===== src/design/binomial_coefficient_top_assert.svh =====
// Assertion macros for the binomial coefficient block.
`ifndef BINOMIAL_COEFFICIENT_TOP_ASSERT_SVH
`define BINOMIAL_COEFFICIENT_TOP_ASSERT_SVH

// Same-cycle implication, checked at every rising edge outside reset.
`define BC_ASSERT_IMP(lbl, ante, cons, msg) \
  lbl: assert property (@(posedge clk) disable iff (!rst_n) (ante) |-> (cons)) \
    else $error(msg);

// Next-cycle implication, checked at every rising edge outside reset.
`define BC_ASSERT_NXT(lbl, ante, cons, msg) \
  lbl: assert property (@(posedge clk) disable iff (!rst_n) (ante) |=> (cons)) \
    else $error(msg);

`endif


===== src/design/bc_pkg.sv =====
// Shared constants and types of the binomial coefficient block.
package bc_pkg;

  localparam int ROW_W  = 6;
  localparam int K_W    = 7;
  localparam int COEF_W = 59;
  localparam int ACC_W  = 64;
  localparam int IDX_W  = 5;
  localparam int CNT_W  = 6;

  localparam logic [ROW_W-1:0] MAX_N     = ROW_W'(62);
  localparam logic [CNT_W-1:0] MUL_LAST  = CNT_W'(ROW_W - 1);
  localparam logic [CNT_W-1:0] DIV_LAST  = CNT_W'(ACC_W - 1);

  // Request to the multiply-divide unit.
  typedef struct packed {
    logic             start;
    logic [ROW_W-1:0] factor;
    logic [IDX_W-1:0] divisor;
  } bc_mdu_req_t;

  // Status from the multiply-divide unit.
  typedef struct packed {
    logic busy;
    logic done;
  } bc_mdu_rsp_t;

endpackage


===== src/design/binomial_coefficient_top.sv =====
// Top level of the binomial coefficient block: sequencer around the shared unit.
//
//   channel | ports                                   | direction
//   --------+-----------------------------------------+----------
//   in      | in_valid, in_ready, in_row_n, in_choose_k | into block
//   out     | out_valid, out_ready, out_coefficient    | out of block
//
// The work for one word takes m steps, where m = min(k, n-k), at most 31.
// Each of the m steps issues a request to the shared multiply-divide unit,
// which runs a shift-add multiply and then a restoring division, after
// which the sequencer takes the quotient into its accumulator. Out-of-range
// words and words with m = 0 skip the steps and go straight to the final step.
// Reset clears the sequencer and the output valid flag; nothing else needs it.
// The block takes a new word while a finished result still waits in the
// output register, and a stalled output only holds the sequencer at its
// final step.
module binomial_coefficient_top (
  input  logic                          clk,
  input  logic                          rst_n,
  input  logic                          in_valid,
  output logic                          in_ready,
  input  logic [bc_pkg::ROW_W-1:0]      in_row_n,
  input  logic signed [bc_pkg::K_W-1:0] in_choose_k,
  output logic                          out_valid,
  input  logic                          out_ready,
  output logic [bc_pkg::COEF_W-1:0]     out_coefficient
);
  import bc_pkg::*;

  typedef enum logic [1:0] {ST_IDLE, ST_ISSUE, ST_WAIT, ST_FINISH} state_t;

  state_t              state_r, state_nxt;
  logic [ROW_W-1:0]    n_r, n_nxt;
  logic [IDX_W-1:0]    kk_r, kk_nxt;
  logic [IDX_W-1:0]    i_r, i_nxt;
  logic [ACC_W-1:0]    acc_r, acc_nxt;
  logic                out_valid_r, out_valid_nxt;
  logic [COEF_W-1:0]   out_coef_r, out_coef_nxt;

  bc_mdu_req_t         mdu_req;
  bc_mdu_rsp_t         mdu_rsp;
  logic [ACC_W-1:0]    mdu_quot;

  // Range check and folding of k to min(k, n-k) on the incoming word.
  logic [ROW_W-1:0]    k_mag;
  logic [ROW_W-1:0]    n_minus_k;
  logic [ROW_W-1:0]    k_min;
  logic                k_bad;

  assign k_mag     = in_choose_k[ROW_W-1:0];
  assign n_minus_k = in_row_n - k_mag;
  assign k_min     = (k_mag > n_minus_k) ? n_minus_k : k_mag;
  assign k_bad     = in_choose_k[K_W-1] || (in_row_n > MAX_N) || (k_mag > in_row_n);

  // Step i multiplies by n-i+1 and then divides exactly by i.
  assign mdu_req.start   = (state_r == ST_ISSUE);
  assign mdu_req.factor  = n_r - {1'b0, i_r} + ROW_W'(1);
  assign mdu_req.divisor = i_r;

  bc_mdu u_mdu (
    .clk      (clk),
    .rst_n    (rst_n),
    .req      (mdu_req),
    .operand  (acc_r),
    .rsp      (mdu_rsp),
    .quotient (mdu_quot)
  );

  always_comb begin
    state_nxt     = state_r;
    n_nxt         = n_r;
    kk_nxt        = kk_r;
    i_nxt         = i_r;
    acc_nxt       = acc_r;
    out_valid_nxt = out_valid_r;
    out_coef_nxt  = out_coef_r;
    if (out_valid_r && out_ready) begin
      out_valid_nxt = 1'b0;
    end
    case (state_r)
      ST_IDLE: begin
        if (in_valid) begin
          n_nxt  = in_row_n;
          kk_nxt = k_min[IDX_W-1:0];
          i_nxt  = IDX_W'(1);
          // Zero for an out-of-range word, one before any step.
          acc_nxt = k_bad ? '0 : ACC_W'(1);
          if (k_bad || (k_min == '0)) begin
            state_nxt = ST_FINISH;
          end else begin
            state_nxt = ST_ISSUE;
          end
        end
      end
      ST_ISSUE: begin
        state_nxt = ST_WAIT;
      end
      ST_WAIT: begin
        if (mdu_rsp.done) begin
          acc_nxt = mdu_quot;
          if (i_r == kk_r) begin
            state_nxt = ST_FINISH;
          end else begin
            i_nxt     = i_r + 1'b1;
            state_nxt = ST_ISSUE;
          end
        end
      end
      ST_FINISH: begin
        // Load the output register as soon as it is free.
        if (!out_valid_r || out_ready) begin
          out_valid_nxt = 1'b1;
          out_coef_nxt  = acc_r[COEF_W-1:0];
          state_nxt     = ST_IDLE;
        end
      end
      default: begin
        state_nxt = ST_IDLE;
      end
    endcase
  end

  always_ff @(posedge clk) begin
    if (!rst_n) begin
      state_r     <= ST_IDLE;
      out_valid_r <= 1'b0;
    end else begin
      state_r     <= state_nxt;
      out_valid_r <= out_valid_nxt;
    end
    n_r        <= n_nxt;
    kk_r       <= kk_nxt;
    i_r        <= i_nxt;
    acc_r      <= acc_nxt;
    out_coef_r <= out_coef_nxt;
  end

  assign in_ready        = (state_r == ST_IDLE);
  assign out_valid       = out_valid_r;
  assign out_coefficient = out_coef_r;

`include "binomial_coefficient_top_assert.svh"

  `BC_ASSERT_NXT(a_busy_after_accept, in_valid && in_ready, !in_ready, "accepted word did not make the block busy")
  `BC_ASSERT_IMP(a_start_when_free, mdu_req.start, !mdu_rsp.busy, "shared unit started while busy")
  `BC_ASSERT_NXT(a_neg_k_short, in_valid && in_ready && in_choose_k[K_W-1], state_r == ST_FINISH, "negative k did not take the short path")
  `BC_ASSERT_IMP(a_result_from_finish, $rose(out_valid), $past(state_r == ST_FINISH), "result appeared outside the final step")

endmodule


===== src/design/bc_mdu.sv =====
// Iterative multiply-then-divide unit: quotient = (operand * factor) / divisor.
module bc_mdu (
  input  logic                       clk,
  input  logic                       rst_n,
  input  bc_pkg::bc_mdu_req_t        req,
  input  logic [bc_pkg::ACC_W-1:0]   operand,
  output bc_pkg::bc_mdu_rsp_t        rsp,
  output logic [bc_pkg::ACC_W-1:0]   quotient
);
  import bc_pkg::*;

  typedef enum logic [1:0] {PH_IDLE, PH_MUL, PH_DIV} phase_t;

  phase_t             phase_r, phase_nxt;
  logic [CNT_W-1:0]   cnt_r, cnt_nxt;
  logic [ACC_W-1:0]   mcand_r, mcand_nxt;
  logic [ROW_W-1:0]   mplier_r, mplier_nxt;
  logic [ACC_W-1:0]   work_r, work_nxt;
  logic [IDX_W-1:0]   rem_r, rem_nxt;
  logic [IDX_W-1:0]   div_r, div_nxt;
  logic               done_r, done_nxt;
  logic [IDX_W:0]     trial;
  logic               qbit;

  assign trial = {rem_r, work_r[ACC_W-1]};
  assign qbit  = (trial >= {1'b0, div_r});

  always_comb begin
    phase_nxt  = phase_r;
    cnt_nxt    = cnt_r;
    mcand_nxt  = mcand_r;
    mplier_nxt = mplier_r;
    work_nxt   = work_r;
    rem_nxt    = rem_r;
    div_nxt    = div_r;
    done_nxt   = 1'b0;
    case (phase_r)
      PH_IDLE: begin
        if (req.start) begin
          phase_nxt  = PH_MUL;
          cnt_nxt    = MUL_LAST;
          mcand_nxt  = operand;
          mplier_nxt = req.factor;
          work_nxt   = '0;
          div_nxt    = req.divisor;
        end
      end
      PH_MUL: begin
        // Shift-and-add, one multiplier bit per cycle.
        if (mplier_r[0]) begin
          work_nxt = work_r + mcand_r;
        end
        mcand_nxt  = {mcand_r[ACC_W-2:0], 1'b0};
        mplier_nxt = {1'b0, mplier_r[ROW_W-1:1]};
        if (cnt_r == '0) begin
          phase_nxt = PH_DIV;
          cnt_nxt   = DIV_LAST;
          rem_nxt   = '0;
        end else begin
          cnt_nxt = cnt_r - 1'b1;
        end
      end
      PH_DIV: begin
        // Restoring division: dividend bits leave at the top while
        // quotient bits enter at the bottom of the same register.
        if (qbit) begin
          rem_nxt = IDX_W'(trial - {1'b0, div_r});
        end else begin
          rem_nxt = trial[IDX_W-1:0];
        end
        work_nxt = {work_r[ACC_W-2:0], qbit};
        if (cnt_r == '0) begin
          phase_nxt = PH_IDLE;
          done_nxt  = 1'b1;
        end else begin
          cnt_nxt = cnt_r - 1'b1;
        end
      end
      default: begin
        phase_nxt = PH_IDLE;
      end
    endcase
  end

  always_ff @(posedge clk) begin
    if (!rst_n) begin
      phase_r <= PH_IDLE;
      done_r  <= 1'b0;
    end else begin
      phase_r <= phase_nxt;
      done_r  <= done_nxt;
    end
    cnt_r    <= cnt_nxt;
    mcand_r  <= mcand_nxt;
    mplier_r <= mplier_nxt;
    work_r   <= work_nxt;
    rem_r    <= rem_nxt;
    div_r    <= div_nxt;
  end

  assign rsp.busy = (phase_r != PH_IDLE);
  assign rsp.done = done_r;
  assign quotient = work_r;

endmodule

===== config.mk =====
export PLATFORM = sky130hd
export DESIGN_NAME = binomial_coefficient_top
export DESIGN_NICKNAME = d
export VERILOG_FILES = /design/src/design/bc_pkg.sv /design/src/design/binomial_coefficient_top.sv /design/src/design/bc_mdu.sv
export VERILOG_INCLUDE_DIRS = /design/src /design/src/design
export SDC_FILE = /design/constraint.sdc
export NUM_CORES = 1
export LEC_CHECK = 0
export ABC_AREA = 1
export BUFFER_PORTS_ARGS = -buffer_cell sky130_fd_sc_hd__buf_2
export CAP_MARGIN = 40
export CORE_ASPECT_RATIO = 0.7
export CORE_MARGIN = 2
export CORE_UTILIZATION = 32
export DETAILED_ROUTE_END_ITERATION = 7
export GPL_ROUTABILITY_DRIVEN = 0
export SLEW_MARGIN = 10
export SYNTH_ARGS = -nofsm -noshare
export SYNTH_HDL_FRONTEND = slang
export SYNTH_HIERARCHICAL = 1
export SYNTH_SLANG_ARGS = --single-unit

===== constraint.sdc =====
create_clock -name clk -period 11.4 [get_ports clk]
set_clock_uncertainty 0.1 [all_clocks]
set_input_delay 1.14 -clock clk [delete_from_list [all_inputs] [get_ports clk]]
set_output_delay 1.14 -clock clk [all_outputs]
set_load 0.02 [all_outputs]

* Word-level counts from Yosys, hierarchy flattened
Index checks and enable logic that the tools add are counted.
** Cells by class
- Add/subtract/negate cells :: 7
- Order comparisons :: 4
- Equal/unequal tests :: 15
- Multiplexer cells :: 37
- Reduce and logical (&&, ||, !) cells :: 26
** Operators by type and width (count)
- 2-to-1 mux 64 bit :: 5
- case mux 64 bit (2 select lines) :: 2
- case mux 64 bit (3 select lines) :: 1
- adder 64 bit :: 1
- 2-to-1 mux 6 bit :: 5
- 2-to-1 mux 5 bit :: 5
- case mux 5 bit (2 select lines) :: 2
- case mux 6 bit (3 select lines) :: 1
- 2-to-1 mux 2 bit :: 8
- AND reduction 3 bit :: 5
- > comparator 6 bit :: 2
- zero test 6 bit :: 2
- case mux 6 bit (2 select lines) :: 1
- AND reduction 2 bit :: 6
- != test 2 bit (second input constant) :: 5
- != test 2 x 1 -> 1 bit (second input constant) :: 4
- case mux 2 bit (4 select lines) :: 1
- adder 6 x 1 -> 6 bit (second input constant) :: 1
- equality test 2 bit (second input constant) :: 3
- >= comparator 6 x 5 -> 1 bit :: 1
- > comparator 6 bit (second input constant) :: 1
- case mux 2 bit (3 select lines) :: 1
- nonzero test 2 bit :: 3
- subtractor 6 x 1 -> 6 bit (second input constant) :: 1
- other kinds (13) :: 22
** Storage, ports and cells
- Register bits after elaboration :: 295
- Bits of input ports :: 17
- Output and inout port bits :: 61
- Word-level logic and storage cells :: 104

* Depth between registers and ports, before layout
Gate-level depths: netlist of the first run.
- Word-level depth :: 8
- Gate-level depth with buffers :: 22

* By module
The synthesis of the first run kept the hierarchy.
** Modules (own cells, without submodules)
- bc_mdu :: times used 1, cells each 1951, area each 12772.2 um^2
- binomial_coefficient_top :: times used 1, cells each 462, area each 5823.1 um^2

* Least setup slack after synthesis of the first run
OpenSTA, ideal clock, no wires.
- Kind :: register to register
- Start point :: register u_mdu.phase_r[1]
- End point :: register u_mdu.mcand_r[0] (enable)
- Arrival time :: 6.135 ns
- Path slack :: 4.570 ns
- Cell stages (with the launch flop) :: 8
- Buffers on the path :: 3
- Cell sequence :: dfxtp_1 inv_1 ha_1 clkbuf_1 inv_1 clkbuf_1 clkbuf_1 o21ai_0
** Between the ends
- Word-level cells in the longest chain between the ends :: 3
- Elaborated cells between the ends (all ways) :: 5
- Those cells by class :: eq/ne: 2; reduce/logical: 3
** RTL lines
- start, declared :: RTL line bc_mdu.sv:14 : phase_t phase_r, phase_nxt;
- start signal, assigned :: RTL line bc_mdu.sv:90 : phase_r <= phase_nxt;
- equality test 2 x 1 -> 1 bit / zero test 2 bit (equally long branches) :: RTL line bc_mdu.sv:37 : case (phase_r)
- nonzero test 2 bit (no source line) / != test 2 bit (equally long branches)
- AND reduction 2 bit (no source line) *
- end signal, assigned :: RTL line bc_mdu.sv:94 : mcand_r <= mcand_nxt;
- end, declared :: RTL line bc_mdu.sv:16 : logic [ACC_W-1:0] mcand_r, mcand_nxt;
Mark *: on every way between the ends. The rest lies on a longest branch, timed or not.
A chain may end at the register's enable or synchronous reset.

* Worst setup path after layout of the first run
- Start point :: input port in_row_n[0] (netlist name)
- End point :: register state_r[1]
** Between the ends
- Word-level cells in the longest chain between the ends :: 8
- Elaborated cells between the ends (all ways) :: 12
- Those cells by class :: add/sub: 1; order compare: 3; mux: 4; reduce/logical: 4
** RTL lines
- start, declared :: RTL line binomial_coefficient_top.sv:22 : input logic [bc_pkg::ROW_W-1:0] in_row_n,
- subtractor 6 bit :: RTL line binomial_coefficient_top.sv:51 : assign n_minus_k = in_row_n - k_mag;
- > comparator 6 bit :: RTL line binomial_coefficient_top.sv:52 : assign k_min = (k_mag > n_minus_k) ? n_minus_k : k_mag;
- 2-to-1 mux 6 bit :: RTL line binomial_coefficient_top.sv:52
- zero test 6 bit :: RTL line binomial_coefficient_top.sv:88 : if (k_bad || (k_min == '0)) begin
- logical OR 1 bit * :: RTL line binomial_coefficient_top.sv:88
- 2-to-1 mux 2 bit * :: RTL line binomial_coefficient_top.sv:88
- 2-to-1 mux 2 bit * :: RTL line binomial_coefficient_top.sv:82 : if (in_valid) begin
- case mux 2 bit (4 select lines) * :: RTL line binomial_coefficient_top.sv:80 : case (state_r)
- end signal, assigned :: RTL line binomial_coefficient_top.sv:128 : state_r <= state_nxt;
- end, declared :: RTL line binomial_coefficient_top.sv:32 : state_t state_r, state_nxt;
Mark *: on every way between the ends. The rest lies on a longest branch, timed or not. The select of a mux whose other input is x is not followed.

==> results of run 1 <==
[synthesized netlist by cell type (all sizes together)]
master and number:
nand2 926, inv 450, edfxtp 289, nor2 211
a21oi 148, nand3 107, ha 95, o21ai 43
clkbuf 26, buf 21, nor3 21, nand4 13
or2 11, nand3b 9, xor2 8, xnor2 7
dfxtp 6, fa 4, clkinv 3, nor4 3
a211oi 2, and2 2, a21o 1, a2bb2oi 1
o211ai 1, o21a 1, o21bai 1, o22ai 1
o311ai 1, or3 1
[cells in the final DEF, fill, tap and decap left out, types with 6 or more instances in the layout]
| master | count |
|---|---|
| a21oi_1 | 145 |
| clkinv_1 | 8 |
| nand4_1 | 13 |
| nand3_1 | 92 |
| dfxtp_1 | 6 |
| nor2_2 | 21 |
| clkbuf_16 | 30 |
| nand3_2 | 13 |
| nor2_1 | 182 |
| nor3_1 | 16 |
| buf_2 | 77 |
| edfxtp_1 | 289 |
| buf_4 | 11 |
| ha_1 | 93 |
| o21ai_0 | 41 |
| inv_2 | 14 |
| bufinv_16 | 7 |
| inv_1 | 435 |
| xnor2_1 | 7 |
| clkinv_2 | 7 |
| nor2_4 | 8 |
| xor2_1 | 8 |
| nand2_2 | 29 |
| nand3b_1 | 9 |
| or2_2 | 7 |
| nand2_1 | 896 |
[registers in the layout, summed over array words and instances (netlist names)]
signal	flops
u_mdu/rem_r	5
u_mdu/mcand_r	64
n_r	6
out_coefficient	59
u_mdu/mplier_r	6
i_r	5
u_mdu/cnt_r	6
u_mdu/phase_r	2
u_mdu/quotient	64
kk_r	5
u_mdu/div_r	5
state_r	2
acc_r	64
u_mdu/done_r	1
out_valid	1
[path summary, 6_finish.rpt]
| path | startpoint | slack, ns | cells after the start | endpoint |
|---|---|---|---|---|
| setup / recovery | in_row_n[0] | 8.20 | 23 | state_r[1]$_SDFFE_PN0P_ |
| hold / removal | acc_r[41]$_SDFFCE_PN0P_ | 0.35 | 0 | out_coefficient[41]$_DFFE_PP_ |
| setup reg to reg | u_mdu/quotient[0]$_DFFE_PP_ | 8.56 | 14 | u_mdu/quotient[44]$_DFFE_PP_ |
| hold reg to reg | acc_r[41]$_SDFFCE_PN0P_ | 0.35 | 0 | out_coefficient[41]$_DFFE_PP_ |
[per-stage QoR]
stage	total power, mW	hold WS [ns]
after global routing	4.64	0.364
after global placement	3.21	0.333
final	4.33	0.349
after CTS	4.34	0.352
after floorplan	2.78	0.326
after detailed placement	3.24	0.336
[final cells by class]
cell class	instances	area share (%)
inverters	453	8.09
flip-flops and latches	295	41.8
clock buffers	32	3.60
repair buffers	93	2.77
clock inverters	23	1.47
multi-input cells	1618	37.8
well taps	750	4.46
[metal layers]
layer  up-vias  share of wire, %
met5         -                 0
met4         0               1.2
met3        40               8.3
met2       431                37
met1      6820                54
li1       7730                 -
[power by group through the flow]
stage          Sequential [mW]  Combinational, mW  Clock (mW)
6_report                  1.65               1.60        1.09
5_1_grt                   1.68               1.82        1.15
4_1_cts                   1.65               1.58        1.11
3_5_place_dp              1.67               1.57           0
3_3_place_gp              1.67               1.54           0
2_1_floorplan             1.66               1.12           0
[kinds of logic (layout without fill, tap and decap cells)]
| group | after synthesis | in the layout |
|---|---|---|
| adders and majority gates | 99 | 99 |
| DFF | 295 | 295 |
| AOI/OAI and AO/OA | 200 | 200 |
| buffers and inverters | 500 | 601 |
| xor gates and xnor gates | 15 | 15 |
| and+or+nand+nor | 1304 | 1304 |
[worst register-to-register path: stages, from the launching register on]
cell and delay, ns:
edfxtp_1 0.46, ha_1 0.25, inv_1 0.07, fa_1 0.41
nor2_1 0.21, or2_1 0.20, nand3_1 0.10, nand2_2 0.12
nand2_1 0.08, nand2_2 0.18, nand2_1 0.11, nand2_1 0.07
nand2_1 0.04, nand3_1 0.10, a21oi_1 0.09
==> results.yml, run 1 <==
clock_tree:
  holdBufCountCts: 0
  cts_resized: 0
  cts_setup_buffers: 0
  clk_path_buf_depth: 3
  cts_root_buffer: "clkbuf_16"
  cts.sink_count: 295
  clk_pin_slew_worst_paths_ns: 0.07
  clk_latency_ns: 0.60
  h-tree-depth: 1
  cts_tree: "yes"
  cts-buffers-inserted: 30
timing:
  relSlewSlack_pct: 38.8
  finalCritPeriodShare_pct: 28.1
  timing.final.crit_period_ns: 3.20
  timing.final.ws_setup_ns: 8.20
  hold_violations: 0
  rsz0062_at_grt: "no"
  tightest_slew_ns: 0.918
  final-setup-viol-count: 0
  maxSlewViolCount: 0
  max_freq_ghz: 0.312
  final.setup.tns_ns: 0
synthesis:
  synth_largest_area_cell: "edfxtp_1"
  syn-cell-area_um2: 18600
  synth_area_per_cell_um2: 7.71
  synthTopCellsByArea: "edfxtp_1 47%, nand2_1 18%, inv_1 8.8%, ha_1 6.4%, a21oi_1 3.9%"
  ys_types: 45
  synthMuxAreaShare_pct: 0
  ys_warn_count: 6
  synthAdderAreaFrac_pct: 6.82
  synth_simple_gate_area_share_pct: 29.4
  synth_xor_area_share_pct: 0.706
  synth.net_count: 2529
  synth_top_family_by_area: "simple AND/OR/NAND/NOR gates"
  yosysSeqAreaShare_pct: 47.3
  synth_compound_area_share_pct: 5.57
  synthCells: 2413
  synth_top_area_share_pct: 46.7
  synth-seq-cells: 295
finish:
  antenna_cells: 0
  utilization_pct: 36.8
  design_area_um2: 21000
  multiInputGateArea_um2: 7950
  seq_area_um2: 8800
  stdcell_count: 3264
  num-fill-cells: 5989
  area_delta_synth_final_pct: 13.1
  drive_gt1_share_pct: 9.94
  nets: 2607
drt:
  firstDrtPassIters: 6
  wirelength_mm: 48.2
  drc: 0
  wl_per_cell_um: 14.8
  vias: 15000
  vias_per_cell: 4.60
  drt-initial-drc-count: 1394
  ant_nets: 0
grt:
  grt_pass1_wl_mm: 76.3
  antenna_found_initial: 0
  grt_util_met1_pct: 25.9
  grt_most_used_layer: "met1"
  grt_pass1_vias: 13600
  use_met2_pct: 21.3
  gr-total-overflow: 0
  met3_usage_pct: 3.70
  grt_max_degree: 76
  grtUsageTotal_pct: 16.0
power_and_ir_drop:
  p_sw_share_pct: 39.2
  power_density_nw_per_um2: 206
  clock_power_share_pct: 25.1
  combPwrFrac_pct: 36.9
  p_seq_share_pct: 38.0
  ir_drop_mv: 0.139
  power.switching_mw: 1.70
  p_leak_nw: 9.82
  internal_power_mw: 2.64
critical_path:
  path_max_fanout: 7
  slowest_delay_ns: 0.40
  critPathKind: "primary input to flop"
  crit_top_cell: "nand2_1"
  required_ns: 11.84
  critical_path.cell_chain: "buf_2 -> inv_1 -> ha_1 -> inv_1 -> fa_1 -> nand3_1 -> nand3_1 -> nand2_1 -> nand2_1 -> ha_1 -> nand2_2 -> inv_1 -> nand2_1 -> nand3_4 -> nand2_4 -> nand2_1 -> nand2_1 -> nand2_1 -> nor2_1 -> nand2_1 -> nand2_1 -> nand2_1 -> a21oi_2"
  endpoint_kind: "flop"
  slowest_stage: "fa_1"
  critPathBufInv: 4
  cp-start-kind: "primary input"
  crit_family: "simple AND/OR/NAND/NOR gates"
  cp.arrival_ns: 3.64
die:
  fp.dieW_um: 292
  core_area_um2: 57100
  initial_core_util_pct: 32.6
  io_pins: 78
  die_h_um: 206
  dieArea_um2: 60100
  rows: 73
placed_design:
  place_ws_ns: 7.61
  place_area_um2: 19900
  hpwl_mm: 36.4
  portBuffers: 77
  placed_cells: 3208
job:
  cap_violations: 0
hold_path:
  hold_class: "flop to flop"
run_status:
  status: "finished, final reports clean"
Power figures use the tool's default switching activity.
==> inputs of run 2 (changes only) <==
==> constraint.sdc (replaced) <==
create_clock -name clk -period 2.7 [get_ports clk]
set_clock_uncertainty 0.1 [all_clocks]
set_input_delay 0.27 -clock clk [delete_from_list [all_inputs] [get_ports clk]]
set_output_delay 0.27 -clock clk [all_outputs]
set_load 0.02 [all_outputs]
==> run 2 against run 1 <==
Combinational power increased to 4.4 times the previous value; global-route usage increased by 0.21 points; final area increased by 2.0%; wire length increased by 2.2%; critical path depth decreased by 11; worst setup slack got worse by 8.2 ns; flip-flop and latch count unchanged; first-iteration DRC count increased by 7.6%; largest cell class unchanged; core utilization increased by 0.73 points; non-clock buffer count increased by 46; highest routed layer is now met5; die area unchanged; critical path type is now flop to flop.
==> results.yml, run 2 (same netlist as run 1, synthesis figures left out) <==
placed_design:
  place_ws_ns: -0.147
  portBuffers: 77
  placed_cells: 3243
  hpwl_mm: 37.0
die:
  die_h_um: 206
  dieArea_um2: 60100
  fp.dieW_um: 292
  core_area_um2: 57100
  initial_core_util_pct: 32.6
  io_pins: 78
  rows: 73
finish:
  seq_area_um2: 8800
  multiInputGateArea_um2: 8130
  antenna_cells: 0
  nets: 2652
  num-fill-cells: 5978
  utilization_pct: 37.6
  stdcell_count: 3309
  layout_common_cells: "888 x nand2_1, 433 x inv_1, 289 x edfxtp_1"
  final_common_cell: "nand2_1"
  area_delta_synth_final_pct: 15.4
  drive_gt1_share_pct: 12.6
run_status:
  status: "finished, final reports clean"
timing:
  hold_violations: 0
  finalCritPeriodShare_pct: 98.7
  maxSlewViolCount: 0
  timing.final.ws_setup_ns: 0.0364
  timing.final.crit_period_ns: 2.66
  rsz0062_at_grt: "yes"
  whs_ns: 0.100
  final-setup-viol-count: 0
  tightest_slew_ns: 0.790
  max_freq_ghz: 0.375
  relSlewSlack_pct: 46.8
grt:
  met3_usage_pct: 4.06
  grt_most_used_layer: "met1"
  antenna_found_initial: 0
  grt_util_met1_pct: 25.9
  gr-total-overflow: 0
  use_met2_pct: 21.5
  grtUsageTotal_pct: 16.2
  grt_max_degree: 66
  grt_pass1_vias: 13800
  grt_pass1_wl_mm: 77.4
critical_path:
  endpoint_kind: "flop"
  cp.arrival_ns: 2.88
  critPathKind: "flop to flop"
  path_max_fanout: 5
  cp-start-kind: "flop"
  required_ns: 2.92
drt:
  vias_per_cell: 4.59
  vias: 15200
  wirelength_mm: 49.3
  firstDrtPassIters: 5
  drt-initial-drc-count: 1500
  drc: 0
  wl_per_cell_um: 14.9
  ant_nets: 0
clock_tree:
  cts_tree: "yes"
  clk_latency_ns: 0.59
  cts_root_buffer: "clkbuf_16"
  clk_pin_slew_worst_paths_ns: 0.06
  cts-buffers-inserted: 29
  clk_path_buf_depth: 3
  h-tree-depth: 1
  cts.sink_count: 295
power_and_ir_drop:
  ir_drop_mv: 0.485
  power_density_nw_per_um2: 842
  p_leak_nw: 9.94
hold_path:
  hold_class: "primary input to flop"
job:
  cap_violations: 0
## run 2: cell types whose count changed in the layout (fill, tap and decap cells not counted), sizes merged
cell / previous run / this run
clkbuf: 32 / 31
bufinv: 7 / 3
dlygate4sd3: 0 / 11
clkinvlp: 1 / 5
buf: 93 / 128
## run 2: timing repair
| action | in CTS | in global routing |
|---|---|---|
| setup endpoints to repair | 3 | 25 |
| hold buffers | 11 | 0 |
| pin swaps | 0 | 6 |
| setup buffers | 1 | 0 |
| endpoints found under the hold margin | 13 | 0 |
| gates resized for setup | 3 | 40 |
## run 2: final timing paths
check | startpoint | to | slack [ns] | cells past startpoint
max | u_mdu/quotient[48]$_DFFE_PP_ | u_mdu/quotient[50]$_DFFE_PP_ | 0.04 | 12
min | in_choose_k[1] | kk_r[1]$_DFFE_PP_ | 0.10 | 5
min reg2reg | acc_r[32]$_SDFFCE_PN0P_ | out_coefficient[32]$_DFFE_PP_ | 0.35 | 0
max reg2reg | u_mdu/quotient[48]$_DFFE_PP_ | u_mdu/quotient[50]$_DFFE_PP_ | 0.04 | 12
## run 2: layer usage
layer,up-vias,wire length [µm]
li1,7814,-
met1,6901,26100
met2,427,18300
met3,49,4070
met4,4,675
met5,-,152
## run 2: per-stage QoR
| step | cell area (µm²) | TNS, ns | power, mW |
|---|---|---|---|
| 5_1_grt | 21500 | -0.115 | 19.4 |
| 2_1_floorplan | 18600 | 0 | 11.7 |
| 3_3_place_gp | 20200 | -0.297 | 13.7 |
| 6_report | 21500 | 0 | 18.1 |
| 4_1_cts | 21300 | 0 | 18.0 |
| 3_5_place_dp | 20200 | -0.342 | 13.8 |
## run 2: cell type report
type	instances	area share, %
clock buffer	31	3.42
timing repair buffer	139	4.39
multi-input combinational	1618	37.9
clock inverter	23	0.957
tap	750	4.37
inverter	453	7.93
sequential	295	41.0
## run 2: report_power, final
part,switching [mW],internal [mW],leakage [nW]
Sequential,0.568,6.39,2.81
Clock,1.86,2.26,0.443
Combinational,4.82,2.18,6.69
## run 2: critical path: stages, from the launching register on
cell	delay [ns]
edfxtp_1	0.43
ha_2	0.45
nand2_1	0.18
nor2_2	0.20
nand2_1	0.10
inv_1	0.15
nand2_1	0.14
inv_1	0.08
nand2_1	0.21
nand3_1	0.16
nand2_1	0.05
nand3_1	0.07
a21oi_1	0.07
